<file path="src/design/wwcb_pkg.sv">
`timescale 1ns / 1ps
// Shared constants, types and the class weight table of the write coalescing buffer.
package wwcb_pkg;

   localparam int BUFFER_DEPTH = 32;
   localparam int IDX_W        = (BUFFER_DEPTH > 1) ? $clog2(BUFFER_DEPTH) : 1;
   localparam int CNT_W        = $clog2(BUFFER_DEPTH + 1);
   localparam int ITEM_W       = 16;
   localparam int MODEM_W      = 3;
   localparam int KEY_W        = ITEM_W + MODEM_W;
   localparam int CLASS_W      = 3;
   localparam int WEIGHT_W     = 8;
   localparam int CLIM_W       = 6;
   localparam int CMP_W        = (CNT_W > CLIM_W) ? CNT_W : CLIM_W;
   localparam int SERIAL_W     = 32;
   localparam int CSR_ADDR_W   = 3;
   localparam int CSR_DATA_W   = 32;

   localparam logic [WEIGHT_W-1:0] WEIGHT_LIMIT_RESET = 8'd20;
   localparam logic [CLIM_W-1:0]   COUNT_LIMIT_RESET  = 6'd32;

   // Register index, taken from paddr bit 2.
   localparam logic REG_WEIGHT_LIMIT = 1'b0;
   localparam logic REG_COUNT_LIMIT  = 1'b1;

   localparam logic MODE_ADD   = 1'b0;
   localparam logic MODE_FLUSH = 1'b1;

   typedef enum logic [2:0] {
      ST_IDLE,
      ST_SCAN,
      ST_UPDATE,
      ST_FLUSH_RD,
      ST_FLUSH_OUT
   } ctrl_state_type;

   typedef struct packed {
      logic                 wr_en;
      logic [IDX_W-1:0]     wr_addr;
      logic [KEY_W-1:0]     wr_data;
      logic                 rd_en;
      logic [IDX_W-1:0]     rd_addr;
   } ram_req_type;

   typedef struct packed {
      logic [WEIGHT_W-1:0]  weight_limit;
      logic [CLIM_W-1:0]    count_limit;
   } limits_type;

   function automatic logic [WEIGHT_W-1:0] class_weight(input logic [CLASS_W-1:0] wclass);
      logic [WEIGHT_W-1:0] w;
      unique case (wclass)
         3'd0:    w = 8'd20;
         3'd1:    w = 8'd1;
         3'd2:    w = 8'd1;
         3'd3:    w = 8'd1;
         3'd4:    w = 8'd1;
         3'd5:    w = 8'd1;
         default: w = 8'd0;
      endcase
      return w;
   endfunction

endpackage

</file>
<file path="src/design/weighted_write_coalescing_buffer_unit.sv">
`timescale 1ns / 1ps
// An add reads the stored entries one at a time through the single read port, stopping at
// a match, then passes through the update state; an add to an empty table goes straight to it.
// A flush reads the entries out one entry per cycle while rsp_ready is high; a forced flush
// of an empty table returns to idle without a readout.
// Reset (synchronous): count, weight and serial cleared, limits set to 20 and 32;
// table contents are not cleared and are only read below the entry count.
module weighted_write_coalescing_buffer_unit (
   input  logic                               clock,
   input  logic                               reset,
   input  logic                               req_valid,
   output logic                               req_ready,
   input  logic                               req_mode,
   input  logic [wwcb_pkg::ITEM_W-1:0]        req_item_id,
   input  logic [wwcb_pkg::MODEM_W-1:0]       req_modem_index,
   input  logic [wwcb_pkg::CLASS_W-1:0]       req_weight_class,
   output logic                               rsp_valid,
   input  logic                               rsp_ready,
   output logic [wwcb_pkg::ITEM_W-1:0]        rsp_out_item_id,
   output logic [wwcb_pkg::MODEM_W-1:0]       rsp_out_modem_index,
   output logic [wwcb_pkg::SERIAL_W-1:0]      rsp_batch_serial,
   output logic                               rsp_last,
   input  logic                               csr_psel,
   input  logic                               csr_penable,
   input  logic                               csr_pwrite,
   input  logic [wwcb_pkg::CSR_ADDR_W-1:0]    csr_paddr,
   input  logic [wwcb_pkg::CSR_DATA_W-1:0]    csr_pwdata,
   output logic [wwcb_pkg::CSR_DATA_W-1:0]    csr_prdata,
   output logic                               csr_pready
);
   import wwcb_pkg::*;

   limits_type        limits;
   ram_req_type       ram_req;
   logic [KEY_W-1:0]  ram_rdata;

   wwcb_csr u_csr (
      .clock       (clock),
      .reset       (reset),
      .csr_psel    (csr_psel),
      .csr_penable (csr_penable),
      .csr_pwrite  (csr_pwrite),
      .csr_paddr   (csr_paddr),
      .csr_pwdata  (csr_pwdata),
      .csr_prdata  (csr_prdata),
      .csr_pready  (csr_pready),
      .limits      (limits)
   );

   wwcb_entry_ram u_entry_ram (
      .clock     (clock),
      .ram_req   (ram_req),
      .ram_rdata (ram_rdata)
   );

   wwcb_ctrl u_ctrl (
      .clock               (clock),
      .reset               (reset),
      .limits              (limits),
      .req_valid           (req_valid),
      .req_ready           (req_ready),
      .req_mode            (req_mode),
      .req_item_id         (req_item_id),
      .req_modem_index     (req_modem_index),
      .req_weight_class    (req_weight_class),
      .rsp_valid           (rsp_valid),
      .rsp_ready           (rsp_ready),
      .rsp_out_item_id     (rsp_out_item_id),
      .rsp_out_modem_index (rsp_out_modem_index),
      .rsp_batch_serial    (rsp_batch_serial),
      .rsp_last            (rsp_last),
      .ram_req             (ram_req),
      .ram_rdata           (ram_rdata)
   );

endmodule

</file>
<file path="src/design/wwcb_entry_ram.sv">
`timescale 1ns / 1ps
// Entry table: one write port and one registered read port.
module wwcb_entry_ram (
   input  logic                           clock,
   input  wwcb_pkg::ram_req_type          ram_req,
   output logic [wwcb_pkg::KEY_W-1:0]     ram_rdata
);
   import wwcb_pkg::*;

   logic [KEY_W-1:0] mem [BUFFER_DEPTH];
   logic [KEY_W-1:0] rdata_ff;

   always_ff @(posedge clock) begin
      if (ram_req.wr_en) begin
         mem[ram_req.wr_addr] <= ram_req.wr_data;
      end
   end

   // Hold the last read word until the next read.
   always_ff @(posedge clock) begin
      if (ram_req.rd_en) begin
         rdata_ff <= mem[ram_req.rd_addr];
      end
   end

   assign ram_rdata = rdata_ff;

endmodule

</file>
<file path="src/design/wwcb_csr.sv">
`timescale 1ns / 1ps
// Configuration registers behind the APB-style port.
module wwcb_csr (
   input  logic                                clock,
   input  logic                                reset,
   input  logic                                csr_psel,
   input  logic                                csr_penable,
   input  logic                                csr_pwrite,
   input  logic [wwcb_pkg::CSR_ADDR_W-1:0]     csr_paddr,
   input  logic [wwcb_pkg::CSR_DATA_W-1:0]     csr_pwdata,
   output logic [wwcb_pkg::CSR_DATA_W-1:0]     csr_prdata,
   output logic                                csr_pready,
   output wwcb_pkg::limits_type                limits
);
   import wwcb_pkg::*;

   logic [WEIGHT_W-1:0] weight_limit_ff, weight_limit_in;
   logic [CLIM_W-1:0]   count_limit_ff, count_limit_in;
   logic                wr_strobe;
   logic                reg_sel;

   assign csr_pready = 1'b1;
   assign wr_strobe  = csr_psel & csr_penable & csr_pwrite & csr_pready;
   assign reg_sel    = csr_paddr[2];

   always_comb begin
      weight_limit_in = weight_limit_ff;
      count_limit_in  = count_limit_ff;
      if (wr_strobe) begin
         unique case (reg_sel)
            REG_WEIGHT_LIMIT: weight_limit_in = csr_pwdata[WEIGHT_W-1:0];
            REG_COUNT_LIMIT:  count_limit_in  = csr_pwdata[CLIM_W-1:0];
            default:          ;
         endcase
      end
   end

   always_ff @(posedge clock) begin
      if (reset) begin
         weight_limit_ff <= WEIGHT_LIMIT_RESET;
         count_limit_ff  <= COUNT_LIMIT_RESET;
      end else begin
         weight_limit_ff <= weight_limit_in;
         count_limit_ff  <= count_limit_in;
      end
   end

   always_comb begin
      unique case (reg_sel)
         REG_WEIGHT_LIMIT: csr_prdata = {{(CSR_DATA_W-WEIGHT_W){1'b0}}, weight_limit_ff};
         REG_COUNT_LIMIT:  csr_prdata = {{(CSR_DATA_W-CLIM_W){1'b0}}, count_limit_ff};
         default:          csr_prdata = '0;
      endcase
   end

   assign limits.weight_limit = weight_limit_ff;
   assign limits.count_limit  = count_limit_ff;

endmodule

</file>
<file path="src/design/wwcb_ctrl.sv">
`timescale 1ns / 1ps
// Sequencer: duplicate scan, append, weight update and flush readout.
module wwcb_ctrl (
   input  logic                               clock,
   input  logic                               reset,
   input  wwcb_pkg::limits_type               limits,
   input  logic                               req_valid,
   output logic                               req_ready,
   input  logic                               req_mode,
   input  logic [wwcb_pkg::ITEM_W-1:0]        req_item_id,
   input  logic [wwcb_pkg::MODEM_W-1:0]       req_modem_index,
   input  logic [wwcb_pkg::CLASS_W-1:0]       req_weight_class,
   output logic                               rsp_valid,
   input  logic                               rsp_ready,
   output logic [wwcb_pkg::ITEM_W-1:0]        rsp_out_item_id,
   output logic [wwcb_pkg::MODEM_W-1:0]       rsp_out_modem_index,
   output logic [wwcb_pkg::SERIAL_W-1:0]      rsp_batch_serial,
   output logic                               rsp_last,
   output wwcb_pkg::ram_req_type              ram_req,
   input  logic [wwcb_pkg::KEY_W-1:0]         ram_rdata
);
   import wwcb_pkg::*;

   ctrl_state_type       state_ff, state_in;
   logic [KEY_W-1:0]     key_ff, key_in;
   logic [CLASS_W-1:0]   wclass_ff, wclass_in;
   logic [IDX_W-1:0]     scan_idx_ff, scan_idx_in;
   logic                 found_ff, found_in;
   logic [CNT_W-1:0]     count_ff, count_in;
   logic [WEIGHT_W-1:0]  weight_ff, weight_in;
   logic [SERIAL_W-1:0]  serial_ff, serial_in;
   logic [IDX_W-1:0]     emit_idx_ff, emit_idx_in;

   logic                 rsp_valid_ff, rsp_valid_in;
   logic [ITEM_W-1:0]    rsp_item_ff, rsp_item_in;
   logic [MODEM_W-1:0]   rsp_modem_ff, rsp_modem_in;
   logic [SERIAL_W-1:0]  rsp_serial_ff, rsp_serial_in;
   logic                 rsp_last_ff, rsp_last_in;

   logic                 req_fire;
   logic                 key_match;
   logic                 scan_done;
   logic                 emit_done;
   logic                 append;
   logic [CNT_W-1:0]     new_count;
   logic [WEIGHT_W:0]    weight_sum;
   logic [WEIGHT_W-1:0]  new_weight;
   logic                 flush_hit;
   logic                 out_free;
   logic                 out_load;

   assign req_ready = (state_ff == ST_IDLE);
   assign req_fire  = req_valid & req_ready;
   assign key_match = (ram_rdata == key_ff);
   assign scan_done = ((CNT_W'(scan_idx_ff) + CNT_W'(1)) == count_ff);
   assign emit_done = ((CNT_W'(emit_idx_ff) + CNT_W'(1)) == count_ff);
   assign out_free  = ~rsp_valid_ff | rsp_ready;

   assign append     = ~found_ff & (count_ff < CNT_W'(BUFFER_DEPTH));
   assign new_count  = count_ff + CNT_W'(append);
   assign weight_sum = {1'b0, weight_ff} + {1'b0, class_weight(wclass_ff)};
   assign new_weight = weight_sum[WEIGHT_W] ? {WEIGHT_W{1'b1}} : weight_sum[WEIGHT_W-1:0];
   assign flush_hit  = (new_weight >= limits.weight_limit) ||
                       (CMP_W'(new_count) >= CMP_W'(limits.count_limit));

   always_comb begin
      state_in    = state_ff;
      key_in      = key_ff;
      wclass_in   = wclass_ff;
      scan_idx_in = scan_idx_ff;
      found_in    = found_ff;
      count_in    = count_ff;
      weight_in   = weight_ff;
      serial_in   = serial_ff;
      emit_idx_in = emit_idx_ff;
      out_load    = 1'b0;
      ram_req     = '0;

      unique case (state_ff)
         ST_IDLE: begin
            if (req_fire) begin
               key_in    = {req_item_id, req_modem_index};
               wclass_in = req_weight_class;
               found_in  = 1'b0;
               if (req_mode == MODE_FLUSH) begin
                  serial_in   = serial_ff + SERIAL_W'(1);
                  weight_in   = '0;
                  emit_idx_in = '0;
                  if (count_ff != '0) begin
                     state_in = ST_FLUSH_RD;
                  end
               end else if (count_ff == '0) begin
                  state_in = ST_UPDATE;
               end else begin
                  ram_req.rd_en   = 1'b1;
                  ram_req.rd_addr = '0;
                  scan_idx_in     = '0;
                  state_in        = ST_SCAN;
               end
            end
         end
         ST_SCAN: begin
            priority if (key_match) begin
               found_in = 1'b1;
               state_in = ST_UPDATE;
            end else if (scan_done) begin
               state_in = ST_UPDATE;
            end else begin
               scan_idx_in     = scan_idx_ff + IDX_W'(1);
               ram_req.rd_en   = 1'b1;
               ram_req.rd_addr = scan_idx_ff + IDX_W'(1);
            end
         end
         ST_UPDATE: begin
            ram_req.wr_en   = append;
            ram_req.wr_addr = count_ff[IDX_W-1:0];
            ram_req.wr_data = key_ff;
            count_in        = new_count;
            if (flush_hit) begin
               serial_in   = serial_ff + SERIAL_W'(1);
               weight_in   = '0;
               emit_idx_in = '0;
               state_in    = (new_count != '0) ? ST_FLUSH_RD : ST_IDLE;
            end else begin
               weight_in = new_weight;
               state_in  = ST_IDLE;
            end
         end
         ST_FLUSH_RD: begin
            ram_req.rd_en   = 1'b1;
            ram_req.rd_addr = emit_idx_ff;
            state_in        = ST_FLUSH_OUT;
         end
         ST_FLUSH_OUT: begin
            if (out_free) begin
               out_load = 1'b1;
               if (emit_done) begin
                  count_in = '0;
                  state_in = ST_IDLE;
               end else begin
                  // Fetch the next entry while this one moves to the output.
                  emit_idx_in     = emit_idx_ff + IDX_W'(1);
                  ram_req.rd_en   = 1'b1;
                  ram_req.rd_addr = emit_idx_ff + IDX_W'(1);
               end
            end
         end
         default: state_in = ST_IDLE;
      endcase
   end

   always_comb begin
      rsp_item_in   = rsp_item_ff;
      rsp_modem_in  = rsp_modem_ff;
      rsp_serial_in = rsp_serial_ff;
      rsp_last_in   = rsp_last_ff;
      rsp_valid_in  = rsp_valid_ff & ~rsp_ready;
      if (out_load) begin
         rsp_valid_in  = 1'b1;
         rsp_item_in   = ram_rdata[KEY_W-1:MODEM_W];
         rsp_modem_in  = ram_rdata[MODEM_W-1:0];
         rsp_serial_in = serial_ff;
         rsp_last_in   = emit_done;
      end
   end

   always_ff @(posedge clock) begin
      if (reset) begin
         state_ff     <= ST_IDLE;
         count_ff     <= '0;
         weight_ff    <= '0;
         serial_ff    <= '0;
         rsp_valid_ff <= 1'b0;
      end else begin
         state_ff     <= state_in;
         count_ff     <= count_in;
         weight_ff    <= weight_in;
         serial_ff    <= serial_in;
         rsp_valid_ff <= rsp_valid_in;
      end
   end

   always_ff @(posedge clock) begin
      key_ff        <= key_in;
      wclass_ff     <= wclass_in;
      scan_idx_ff   <= scan_idx_in;
      found_ff      <= found_in;
      emit_idx_ff   <= emit_idx_in;
      rsp_item_ff   <= rsp_item_in;
      rsp_modem_ff  <= rsp_modem_in;
      rsp_serial_ff <= rsp_serial_in;
      rsp_last_ff   <= rsp_last_in;
   end

   assign rsp_valid           = rsp_valid_ff;
   assign rsp_out_item_id     = rsp_item_ff;
   assign rsp_out_modem_index = rsp_modem_ff;
   assign rsp_batch_serial    = rsp_serial_ff;
   assign rsp_last            = rsp_last_ff;

`ifndef SYNTHESIS
   a_count_bound: assert property (@(posedge clock) disable iff (reset)
      count_ff <= CNT_W'(BUFFER_DEPTH))
      else $error("entry count above buffer depth");

   a_write_has_room: assert property (@(posedge clock) disable iff (reset)
      ram_req.wr_en |-> (count_ff < CNT_W'(BUFFER_DEPTH)) && (state_ff == ST_UPDATE))
      else $error("table write without room");

   a_last_clears: assert property (@(posedge clock) disable iff (reset)
      (out_load && emit_done) |=> (count_ff == '0) && (state_ff == ST_IDLE))
      else $error("table not cleared after final entry");

   a_serial_step: assert property (@(posedge clock) disable iff (reset)
      (state_ff != ST_IDLE) && (state_ff != ST_UPDATE) |=> $stable(serial_ff))
      else $error("serial changed during scan or readout");

   a_no_read_write_clash: assert property (@(posedge clock) disable iff (reset)
      ram_req.wr_en |-> !ram_req.rd_en)
      else $error("table read and write in the same cycle");
`endif

endmodule

</file>
<file path="config.mk">
export PLATFORM = sky130hd
export DESIGN_NAME = weighted_write_coalescing_buffer_unit
export DESIGN_NICKNAME = d
export VERILOG_FILES = /design/src/design/wwcb_pkg.sv /design/src/design/weighted_write_coalescing_buffer_unit.sv /design/src/design/wwcb_entry_ram.sv /design/src/design/wwcb_csr.sv /design/src/design/wwcb_ctrl.sv
export SDC_FILE = /design/constraint.sdc
export NUM_CORES = 1
export LEC_CHECK = 0
export BUFFER_PORTS_ARGS = -buffer_cell sky130_fd_sc_hd__buf_2
export CORE_ASPECT_RATIO = 0.6
export CORE_MARGIN = 2
export CORE_UTILIZATION = 55
export CTS_CLUSTER_SIZE = 20
export DETAILED_ROUTE_END_ITERATION = 16
export PLACE_DENSITY_LB_ADDON = 0.05
export REMOVE_ABC_BUFFERS = 1
export SLEW_MARGIN = 40
export SYNTH_ARGS = -nofsm -noshare
export SYNTH_HDL_FRONTEND = slang
export SYNTH_SLANG_ARGS = --single-unit
</file>
<file path="constraint.sdc">
create_clock -name clock -period 3.8 [get_ports clock]
set_clock_uncertainty 0.05 [all_clocks]
set_input_delay 0.19 -clock clock [delete_from_list [all_inputs] [get_ports clock]]
set_output_delay 0.19 -clock clock [all_outputs]
set_load 0.05 [all_outputs]
</file>
== Yosys cells after proc, flatten, opt, wreduce, memory -nomap -nowiden ==
Memory sizes are Yosys's and may differ from the RTL's. A register that Yosys moved wholly into a read port is not among the register bits.
Cells that the tools add are included.
Widths: inputs -> output; s select.

* Output and inout bits: 87
* Memories: 1
* Bits in writable memories: 608
* Input bits: 65
* Bits in registers: 149
* Logic and storage cells: 137

{| class="wikitable"
|+ Memories
! memory !! words !! bits a word !! read ports !! clocked after Yosys merged registers in !! write ports !! line !! text
|-
| u_entry_ram.mem || 32 || 19 || 1 || 1 || 1 || wwcb_entry_ram.sv:10 || <nowiki>logic [KEY_W-1:0] mem [BUFFER_DEPTH];</nowiki>
|}

* Multiplexer cells: 54
* Bitwise operators: 10
* $add $sub $neg: 7
* Reductions and logical operators: 21
* Equality and inequality tests: 25
* $lt $le $gt $ge: 3

{| class="wikitable"
|+ Operators with widths
! kind !! number
|-
| $pmux 32 s2 || 2
|-
| $mux 32 || 3
|-
| $mux 6 || 9
|-
| $mux 5 || 10
|-
| $add 32x1->32 const B || 1
|-
| $mux 8 || 4
|-
| $mux 25 || 1
|-
| $mux 3 || 8
|-
| $pmux 6 s4 || 1
|-
| $pmux 5 s2 || 2
|-
| $eq 19x19->1 || 1
|-
| $pmux 8 s2 || 1
|-
| $pmux 3 s5 || 1
|-
| $pmux 5 s3 || 1
|-
| $ne 2x2->1 const B || 7
|-
| $add 5x1->6 const B || 2
|-
| $eq 3x2->1 const B || 4
|-
| $eq 6x6->1 || 2
|-
| $pmux 6 s2 || 1
|-
| $reduce_and 6->1 || 2
|-
| $reduce_bool 6->1 || 2
|-
| $add 5x1->5 const B || 2
|-
| $add 8x5->9 || 1
|-
| $eq 3x3->1 const B || 3
|-
| other kinds (24) || 49
|}

== Longest topological paths before layout ==
* Depth after elaboration: 9
* Depth in mapped cells: 23
* Mapped depth without buffers: 21

== By module ==
A second synthesis with hierarchy kept.

* Cells, all modules: 2029
* Area, all modules: 31846.8 µm²

{| class="wikitable"
|+ Modules (own cells, without submodules)
! module !! area an instance (µm²) !! instances !! sequential area each (µm²) !! cells an instance
|-
| wwcb_entry_ram || 24435.9 || 1 || 18828.1 || 1346
|-
| wwcb_ctrl || 6498.7 || 1 || 3553.4 || 587
|-
| wwcb_csr || 912.1 || 1 || 280.3 || 96
|}

== Worst setup path after synthesis ==
No wires, ideal clock.

* Kind: reg-to-reg
* Start: register u_ctrl.wclass_ff[2]
* End: register u_ctrl.serial_ff[9]
* Clock period less this slack: 4122 ps
* Arrival time: 3945 ps
* Data required time: 3622 ps
* Stages on the path, launching flop included: 23
* Path slack: -322 ps
* Buffers on the path: 2
* Setup time: 128 ps
* Cells stage by stage: edfxtp_1 nor3_1 a21oi_1 ha_1 ha_1 a21oi_1 nor2b_1 and2_1 nor2_1 nor3_1 or2_2 ha_1 a21o_1 a21o_1 a21o_1 a21o_1 a21oi_1 o211ai_1 clkbuf_1 buf_1 nand4_1 xor2_1 nor2_1

* Word-level cells in the longest chain between the ends: 9
* Elaborated cells between the ends (all ways): 14
* Those cells by class: add/sub (1); order compare (1); eq/ne (6); mux (2); reduce/logical (4)

{| class="wikitable"
|+ Ends and longest elaborated chain
! element !! line !! text
|-
| start: declaration || wwcb_ctrl.sv:26 || <nowiki>logic [CLASS_W-1:0] wclass_ff, wclass_in;</nowiki>
|-
| start signal: assignment || wwcb_ctrl.sv:185 || <nowiki>wclass_ff <= wclass_in;</nowiki>
|-
| $eq 3x1->1, or another cell as far along || wwcb_pkg.sv:52 || <nowiki>unique case (wclass)</nowiki>
|-
| $reduce_or 5->1 (no source line) || - ||
|-
| $pmux 5 s2 (*) || wwcb_pkg.sv:52 ||
|-
| $add 8x5->9 (*) || wwcb_ctrl.sv:61 || <nowiki>assign weight_sum = {1'b0, weight_ff} + {1'b0, class_weight(wclass_ff)};</nowiki>
|-
| $mux 8 (*) || wwcb_ctrl.sv:62 || <nowiki>assign new_weight = weight_sum[WEIGHT_W] ? {WEIGHT_W{1'b1}} : weight_sum[WEIGHT_W-1:0];</nowiki>
|-
| $ge 8x8->1 (*) || wwcb_ctrl.sv:63 || <nowiki>assign flush_hit = (new_weight >= limits.weight_limit) ||</nowiki>
|-
| $logic_or 1x1->1 (*) || wwcb_ctrl.sv:63 ||
|-
| $ne 2x1->1 (no source line) (*) || - ||
|-
| $reduce_and 4->1 (no source line) (*) || - ||
|-
| end signal: assignment || wwcb_ctrl.sv:178 || <nowiki>serial_ff <= serial_in;</nowiki>
|-
| end: declaration || wwcb_ctrl.sv:31 || <nowiki>logic [SERIAL_W-1:0] serial_ff, serial_in;</nowiki>
|}

Mark *: on every way between the ends. The rest lies on a longest branch, timed or not.
A chain may end at the register's enable or synchronous reset.

== Worst setup path after layout ==
* Start: register u_ctrl.wclass_ff[1]
* End: register u_ctrl.serial_ff[27]

The elaborated chain is that of the path after synthesis.

==> impl_metrics.toml <==
[global_route]
grt_pass1_wl_mm = 130
met1_usage_pct = 46.9
gr-total-overflow = 0
grt_pass1_vias = 20200
antenna_found_initial = 1
grt_max_degree = 54
grtUsageMet2_pct = 41.2
globalRouteTotalUtil_pct = 29.8
top_usage_layer = "met1"
grt_use_met3_pct = 7.37

[worst_setup_path]
endpoint_kind = "flip-flop"
critPathLaunch = "u_ctrl.wclass_ff[1]"
reg2reg_depth = 22
cp-start-kind = "flip-flop"
regToRegEndpoint = "u_ctrl.serial_ff[27]"
path_class = "flip-flop to flip-flop"
cp_max_fo = 8
r2r_slack_ns = -0.25
cp-endpoint = "u_ctrl.serial_ff[27]"
required_ns = 4.29
cp.arrival_ns = 4.54
reg2reg_from = "u_ctrl.wclass_ff[1]"

[floorplan]
die-area_um2 = 60000
start_util_pct = 55.6
pin_count = 152
coreArea_um2 = 57300
rows = 68
die_height_um = 190
chipWidth_um = 315

[timing]
slew_headroom_pct = 41.3
drv_slew = 0
whs_ns = 0.0565
fin_crit_ns = 4.05
layout_setup_ws_ns = -0.249
rsz0062_at_grt = "yes"
min_period_over_period_pct = 107
worstMarginPinSlew_ns = 0.859
setup_violations = 37
fmax_mhz = 247
hold_viol_final = 0

[cells_and_area]
diodes = 0
layout.nets = 2686
drive_gt1_share_pct = 31.2
syn_to_final_growth_pct = 26.4
final_core_util_pct = 70.3

[logic_synthesis]
synth_cells = 2186
ys_seq_area_share_pct = 71.1
synth_commonest_cells = "edfxtp_1, and3_1, nor2_1, a211oi_1, nand2_1"
async_flop_share_pct = 0
syn_area_um2 = 31900
synth_area_leaders = "edfxtp_1, dfxtp_1, mux2i_1"
synth_edf_count = 712
synth.avg_cell_area_um2 = 14.6
synth_most_common_cell = "edfxtp_1"
yosysUniqueCellTypes = 74
ys_ff_latch = 776
synth_flop_cell = "edfxtp_1"
yosys_warnings = 0
synth_top_area_share_pct = 67.1
synth_top_area_cell = "edfxtp_1"

[detailed_routing]
wire_per_inst_um = 27.0
wirelength_mm = 92.3
first_pass_iters = 6
avgViaCountPerCell = 6.29
drc_errors = 0
drtIter0Drc = 2702
vias = 21500
antenna_left = 0

[placement]
portBuffers = 100
gp_congestion = 0.847
place_hpwl_mm = 57.7
pre_cts_slack_ns = -0.496

[pwr]
power_leakage_uw = 0.0144
powerDensity_nw_per_um2 = 471
irDropWorstVdd_mv = 0.429

[cts]
clk_path_buf_depth = 3
path_clk_slew_ns = 0.06
cts_num_sinks = 776
clock_latency_ns = 0.61
cts_tree = "yes"
htree_levels = 3
cts-root-buf = "clkbuf_16"
cts_buffers = 71

[outcome]
outcome = "finished with violations"
violations = "setup timing"

[job]
cap_violations = 0

[worst_hold_path]
hold_path_class = "input port to flip-flop"
[cells in the final DEF (no fill, tap or decap), types with 13 or more instances in the layout]
cell           count
clkinv_2          13
conb_1            25
a211oi_2          52
clkbuf_1          19
a2111o_1          19
o2bb2ai_1         18
o2111ai_1         25
xnor2_1           32
nand3_1           38
buf_4            255
buf_12            41
o2111ai_2         18
edfxtp_1         712
buf_2            100
nor2_2            37
ha_1              20
nand3b_1          23
inv_1             40
mux2i_2           18
nand3_2           13
nor2_1           100
a32o_1            16
nand2_1          108
a21oi_1           30
clkinv_1          14
o22a_1            17
xor2_1            30
mux2i_1           71
buf_6             37
and3_1           133
dfxtp_1           64
or4_1             14
dlygate4sd3_1     33
nand4_1           24
a211oi_1          76
o21ai_0           14
clkbuf_16         79
[stage by stage]
stage | cell area (µm²) | power, µW | cells | setup TNS (ns)
after detailed placement | 35100 | 11900 | 3181 | -16.66
after global routing | 40300 | 19500 | 3420 | -12.51
final | 40300 | 19000 | 3420 | -4.18
after CTS | 38000 | 18700 | 3359 | -1.27
after global placement | 35100 | 11900 | 3181 | -12.76
after floorplan | 31100 | 10900 | 2040 | -134.11
[layer usage]
metal / wire [µm] / part of all wire [%] / vias up
li1: - / - / 9363
met1: 41700 / 45 / 10900
met2: 39000 / 42 / 1073
met3: 9660 / 10 / 139
met4: 1760 / 1.9 / 4
met5: 85 / 0.092 / -
[kinds of logic after synthesis]
kind of cell             count (synthesis)  synth area share [%]
other                                    2                0.0236
adder cells (fa/ha/maj)                 23                 0.903
XOR/XNOR                                69                  1.92
buffers and inverters                  211                  3.07
AO/OA/AOI/OAI                          404                  9.89
multiplexers                           104                  3.28
flip-flops                             776                  71.1
AND/OR/NAND/NOR                        597                  9.82
[registers in the layout, summed over array words and instances (netlist names)]
signal,flops
u_ctrl.emit_idx_ff,5
u_ctrl.serial_ff,32
u_ctrl.found_ff,1
u_ctrl.rsp_out_modem_index,3
u_ctrl.wclass_ff,3
u_ctrl.rsp_batch_serial,32
u_ctrl.key_ff,19
u_ctrl.rsp_out_item_id,16
u_ctrl.weight_ff,8
u_entry_ram.ram_rdata,19
u_ctrl.count_ff,6
u_ctrl.rsp_last,1
u_csr.count_limit_ff,6
u_ctrl.rsp_valid,1
u_csr.weight_limit_ff,8
u_ctrl.scan_idx_ff,5
u_ctrl.state_ff,3
u_entry_ram.mem,608
[where the power goes]
group	switching (µW)	internal, µW	leakage [µW]
clock network	3070	3650	0.00103
registers	105	9620	0.00709
logic	1540	1010	0.00633
total	4710	14300	0.0144
[worst max-delay path: stages (launching register included)]
cell and delay (ns):
edfxtp_1 0.45, nor3_4 0.25, a21oi_4 0.06, ha_4 0.17, ha_4 0.16, a21oi_2 0.16
nor2b_1 0.08, buf_4 0.13, buf_4 0.12, buf_4 0.12, buf_4 0.12, buf_4 0.12
nor2_1 0.14, o21ai_2 0.11, ha_1 0.28, a21o_1 0.12, a21oi_2 0.05, o211ai_1 0.19
buf_6 0.21, buf_12 0.15, nand4_1 0.18, or3_4 0.39, a21oi_2 0.14
[timing repair]
item / CTS / global route
hold endpoints to repair: 38 / 0
gates resized for setup: 69 / 324
gates cloned: 3 / 6
buffers inserted: 18 / 60
hold buffers: 33 / 0
pin swaps: 44 / 96
endpoints found under the setup margin: 65 / 66
[final cells by class]
class | count | area (µm²)
sequential | 776 | 22700
clock buffer | 95 | 1940
clock inverter | 30 | 160
timing repair buffer | 484 | 4340
tap | 770 | 963
inverter | 42 | 158
fill | 3760 | 17000
multi-input combinational | 1223 | 10100
[how the worst min path moves through the flow]
stage                    from                  endpoint  slack (ns)  depth (start not counted)
2_1_floorplan           reset        u_ctrl.count_ff[2]        0.21                          1
3_3_place_gp   req_item_id[0]          u_ctrl.key_ff[3]        0.32                          1
3_5_place_dp   req_item_id[0]          u_ctrl.key_ff[3]        0.32                          1
4_1_cts           csr_penable  u_csr.weight_limit_ff[2]        0.04                          5
5_1_grt           csr_penable  u_csr.weight_limit_ff[2]        0.07                          5
6_report          csr_penable  u_csr.weight_limit_ff[2]        0.06                          5
(Power assumes the default switching activity.)
